$ cat src/rtl/plbf_pkg.sv
// Shared types and constants for the per-label boundary fraction block.
// No dependencies.
`timescale 1ns / 1ps

package plbf_pkg;

  localparam int MAX_LABELS_DEF = 1024;
  localparam int COUNT_BITS_DEF = 32;

  localparam int CFG_W = 11;
  localparam logic [CFG_W-1:0] LABELS_RESET = 11'd1024;

  localparam int LABEL_W = 10;
  localparam int REPORT_W = 32;

  // Q1.16 fraction; one extra quotient bit is produced for rounding.
  localparam int FRAC_W = 17;
  localparam int Q_BITS = FRAC_W + 1;

  localparam logic [1:0] ST_OK    = 2'd0;
  localparam logic [1:0] ST_EMPTY = 2'd1;
  localparam logic [1:0] ST_ZERO  = 2'd2;
  localparam logic [1:0] ST_RANGE = 2'd3;

  typedef struct packed {
    logic               mode;
    logic [LABEL_W-1:0] label;
    logic               on_boundary;
  } in_item_t;

  typedef struct packed {
    logic [FRAC_W-1:0]   fraction;
    logic [1:0]          status;
    logic [REPORT_W-1:0] total_cells;
    logic [REPORT_W-1:0] edge_cells;
  } out_item_t;

  typedef struct packed {
    logic active;
    logic done;
  } div_stat_t;

endpackage

$ cat src/rtl/plbf_divider.sv
// Restoring divider giving round(num * 2^16 / den), ties up, for num <= den.
// One quotient bit per cycle. Depends on plbf_pkg.
`timescale 1ns / 1ps

module plbf_divider #(
  parameter int COUNT_BITS = plbf_pkg::COUNT_BITS_DEF
) (
  input  logic                          clk,
  input  logic                          rst,
  input  logic                          start,
  input  logic [COUNT_BITS-1:0]         num,
  input  logic [COUNT_BITS-1:0]         den,
  output plbf_pkg::div_stat_t           stat,
  output logic [plbf_pkg::FRAC_W-1:0]   frac
);

  localparam int QB    = plbf_pkg::Q_BITS;
  localparam int CNT_W = $clog2(QB);
  localparam logic [CNT_W-1:0] LAST = CNT_W'(QB - 1);

  logic                  active;
  logic                  done;
  logic [CNT_W-1:0]      cnt;
  logic [COUNT_BITS-1:0] r;
  logic [COUNT_BITS-1:0] d;
  logic [QB-1:0]         q;

  logic [COUNT_BITS:0]   rs;
  logic [COUNT_BITS:0]   diff;
  logic                  ge;
  logic [COUNT_BITS-1:0] r_next;

  // first step takes the integer bit, so no shift
  always_comb begin
    rs     = (cnt == '0) ? {1'b0, r} : {r, 1'b0};
    diff   = rs - {1'b0, d};
    ge     = (rs >= {1'b0, d});
    r_next = ge ? diff[COUNT_BITS-1:0] : rs[COUNT_BITS-1:0];
  end

  always_ff @(posedge clk) begin
    if (rst) begin
      active <= 1'b0;
      done   <= 1'b0;
      cnt    <= '0;
    end else begin
      done <= 1'b0;
      if (start) begin
        active <= 1'b1;
        cnt    <= '0;
        r      <= num;
        d      <= den;
        q      <= '0;
      end else if (active) begin
        r   <= r_next;
        q   <= {q[QB-2:0], ge};
        cnt <= cnt + 1'b1;
        if (cnt == LAST) begin
          active <= 1'b0;
          done   <= 1'b1;
        end
      end
    end
  end

  // low bit of q is the rounding bit; the sum cannot pass 1.0
  assign frac = plbf_pkg::FRAC_W'(q[QB-1:1]) + plbf_pkg::FRAC_W'(q[0]);

  always_comb begin
    stat.active = active;
    stat.done   = done;
  end

endmodule

$ cat config.mk
export PLATFORM = sky130hd
export DESIGN_NAME = plbf_divider
export DESIGN_NICKNAME = d
export VERILOG_FILES = /design/src/rtl/plbf_pkg.sv /design/src/rtl/plbf_divider.sv
export SDC_FILE = /design/constraint.sdc
export NUM_CORES = 1
export LEC_CHECK = 0
export ABC_AREA = 1
export BUFFER_PORTS_ARGS = -buffer_cell sky130_fd_sc_hd__buf_2
export CORE_MARGIN = 2
export CORE_UTILIZATION = 47
export CTS_CLUSTER_SIZE = 10
export DETAILED_ROUTE_END_ITERATION = 10
export PLACE_DENSITY = 0.67
export SYNTH_ARGS = -nofsm -noshare
export SYNTH_HDL_FRONTEND = slang
export SYNTH_SLANG_ARGS = --single-unit
export TNS_END_PERCENT = 1
$ cat constraint.sdc
create_clock -name clk -period 5.87 [get_ports clk]
set_input_delay 1.4675 -clock clk [delete_from_list [all_inputs] [get_ports clk]]
set_output_delay 1.4675 -clock clk [all_outputs]
set_load 0.02 [all_outputs]
==> results.cfg <==
[logic_synthesis]
yosysSeqAreaShare = 0.370
synth_top_cell_by_area = edfxtp_1
avgSynthCellArea_um2 = 6.91
synthTopCellsByArea = edfxtp_1 (35%), nand2_1 (18%), inv_1 (9.9%), ha_1 (6.6%), nand3_1 (5.8%)
async_flop_share = 0
synthFlopType = edfxtp_1
synth-seq-cells = 89
synth_cells = 1017
synth.distinct_cells = 33
syn_nets = 1122
syn_area_mm2 = 0.00703
synth_top_area_frac = 0.350
synth-edff-count = 82
yosysWarnings = 0

[global_route]
grt_antenna_before_repair = 0
grt.total_usage = 0.235
grt_max_degree = 60
grt_pass1_wl_um = 29500
grt_pass1_vias = 6179
grt_overflow = 0

[clock_network]
path_clk_slew_ns = 0.08
insertion_delay_ns = 0.37
htree_levels = 3
cts_buffer_depth = 2
cts_sinks = 89
tritoncts = yes
cts_resized = 0
ctsRootBufferMaster = clkbuf_16
cts_hold_buf = 0
cts_setup_buffers = 0
numCtsBuffers = 9

[sta]
slew_headroom = 0.319
rsz0062_at_grt = false
finalHoldViolCount = 0
worstMarginPinSlew_ns = 1.02
post-route-period-util = 0.678
period_minus_slack_ns = 3.98
fmax_ghz = 0.251
slew_viol_final = 0
setup_ws_ns = 1.89
whs_ns = 0.558
fin_tns_setup_ns = 0
setup_viol = 0
finalClockSkew_ns = 0.00948

[floorplan]
rows = 44
fp.dieH_um = 126
num_io_pins = 86
core_area_mm2 = 0.0146
die_width_um = 126
die_area_mm2 = 0.0159
initial_core_util = 0.482

[worst_setup_path]
start_kind = flip-flop
crit_required_ns = 4.40
slowest_delay_ns = 0.43
worstPathMaxFanout = 3
path_cells = ha_1 > ha_1 > nand4_1 > inv_1 > nand2_1 > nor4_1 > nand2_1 > nor2_1 > xor2_1 > buf_2
critPathCaptureType = primary output
cp_slowest_cell = edfxtp_1
critPathKind = reg -> out
worstPathArrival_ns = 2.51

[route]
via_per_inst = 5.05
vias = 6465
drtIter0Drc = 500
finalWirelength_um = 18100
wl_per_cell_um = 14.1
antenna_left = 0
first_pass_iters = 5
drc = 0

[placement]
gp_congestion = 0.992
hpwl_um = 13600
place_worst_setup_slack_ns = 1.84
port_buffers = 85
place_area_mm2 = 0.00759

[cells_and_area]
design_area_mm2 = 0.00789
multi_input_comb_area_mm2 = 0.00358
final_cell_mix = nand2_1 (346), inv_1 (186), nor2_1 (85), buf_2 (85)
area_growth_pct = 12.3
n_antenna_cell = 0
seq_area_mm2 = 0.00260
fill_cells = 1470
layout_commonest_cell = nand2_1
drive_gt1_frac = 0.109
nets = 1197
fin_util = 0.541

[power]
p_sw_uw = 841
p_comb_frac = 0.370
p_leak_nw = 4.07
p_int_mw = 1.34
power.share.sequential = 0.358
ir_worst_vdd_mv = 0.146
swShare = 0.386
p_per_area_mw_per_mm2 = 277
power_frac_clock = 0.271

[run]
maxCapViolCount = 0

[status]
status = finished clean

[worst_hold_path]
hold_path_class = reg -> reg
[through the flow]
stage	total power, mW	std cells
2_1_floorplan	1.40	1017
3_3_place_gp	1.59	1265
3_5_place_dp	1.59	1265
4_1_cts	2.19	1281
5_1_grt	2.34	1281
6_report	2.18	1281
[registers in the layout, summed over array words and instances, names as in the netlist]
name and cells:
d 32, r 32, q 18, cnt 5, active 1, done 1
[synthesized netlist by cell type (2+ instances only)]
| cell type | number |
|---|---|
| nand4_1 | 10 |
| and2_1 | 2 |
| nand3b_1 | 26 |
| nand2_4 | 2 |
| buf_4 | 4 |
| clkinv_1 | 3 |
| buf_1 | 2 |
| nand2_2 | 3 |
| o21ai_0 | 32 |
| nand3_1 | 82 |
| nand2_1 | 346 |
| buf_2 | 6 |
| a21oi_1 | 31 |
| inv_1 | 186 |
| nor4_1 | 3 |
| nor2_1 | 86 |
| ha_1 | 37 |
| clkbuf_1 | 10 |
| nor2_4 | 3 |
| buf_6 | 4 |
| xnor2_1 | 14 |
| nor3_1 | 11 |
| dfxtp_1 | 7 |
| edfxtp_1 | 82 |
| o21bai_1 | 3 |
| xor2_1 | 15 |
[power groups by stage]
stage / clock, mW / sequential [mW] / combinational [mW]
2_1_floorplan: 0 / 0.790 / 0.614
3_3_place_gp: 0 / 0.795 / 0.791
3_5_place_dp: 0 / 0.796 / 0.794
4_1_cts: 0.604 / 0.782 / 0.800
5_1_grt: 0.632 / 0.787 / 0.918
6_report: 0.592 / 0.782 / 0.808
[cell type report]
class | instances | share of cell area
clock buffer | 9 | 0.0285
tap | 184 | 0.0292
inverter | 190 | 0.0904
sequential | 89 | 0.330
multi-input combinational | 712 | 0.454
timing repair buffer | 90 | 0.0587
clock inverter | 7 | 0.00967
[final timing paths]
kind                             from                  end  slack [ns]  cells after the start
setup / recovery   q[0]$_SDFFCE_PP0P_             frac[16]        1.89                     10
hold / removal    cnt[1]$_SDFFE_PP0P_  cnt[1]$_SDFFE_PP0P_        0.56                      2
setup reg to reg  cnt[1]$_SDFFE_PP0P_      r[29]$_DFFE_PP_        1.89                     20
hold reg to reg   cnt[1]$_SDFFE_PP0P_  cnt[1]$_SDFFE_PP0P_        0.56                      2
[critical path, delay by kind of cell (launching register included)]
kind	cells	cell delay, ns
and+or+nand+nor	5	0.84
adders and majority gates	2	0.44
DFF	1	0.43
buffers and inverters	2	0.28
xor gates and xnor gates	1	0.15
[metal layers]
| layer | wire length [um] | track usage | share of wire |
|---|---|---|---|
| met1 | 8760 | 0.323 | 0.48 |
| met2 | 7880 | 0.368 | 0.44 |
| met3 | 881 | 0.0348 | 0.049 |
| met4 | 575 | 0.105 | 0.032 |
| met5 | 0 | 0 | 0 |
[logic make-up (layout without fill, tap and decap cells)]
kind of cell    count (synthesis)  count (layout)  synth area share
fa+ha+maj                      38              38            0.0687
simple gates                  577             577             0.352
compound gates                 68              68            0.0500
buf+inv                       216             296             0.123
flops                          89              89             0.370
xor+xnor                       29              29            0.0361
Note: power is estimated with default switching activity, not from simulation.
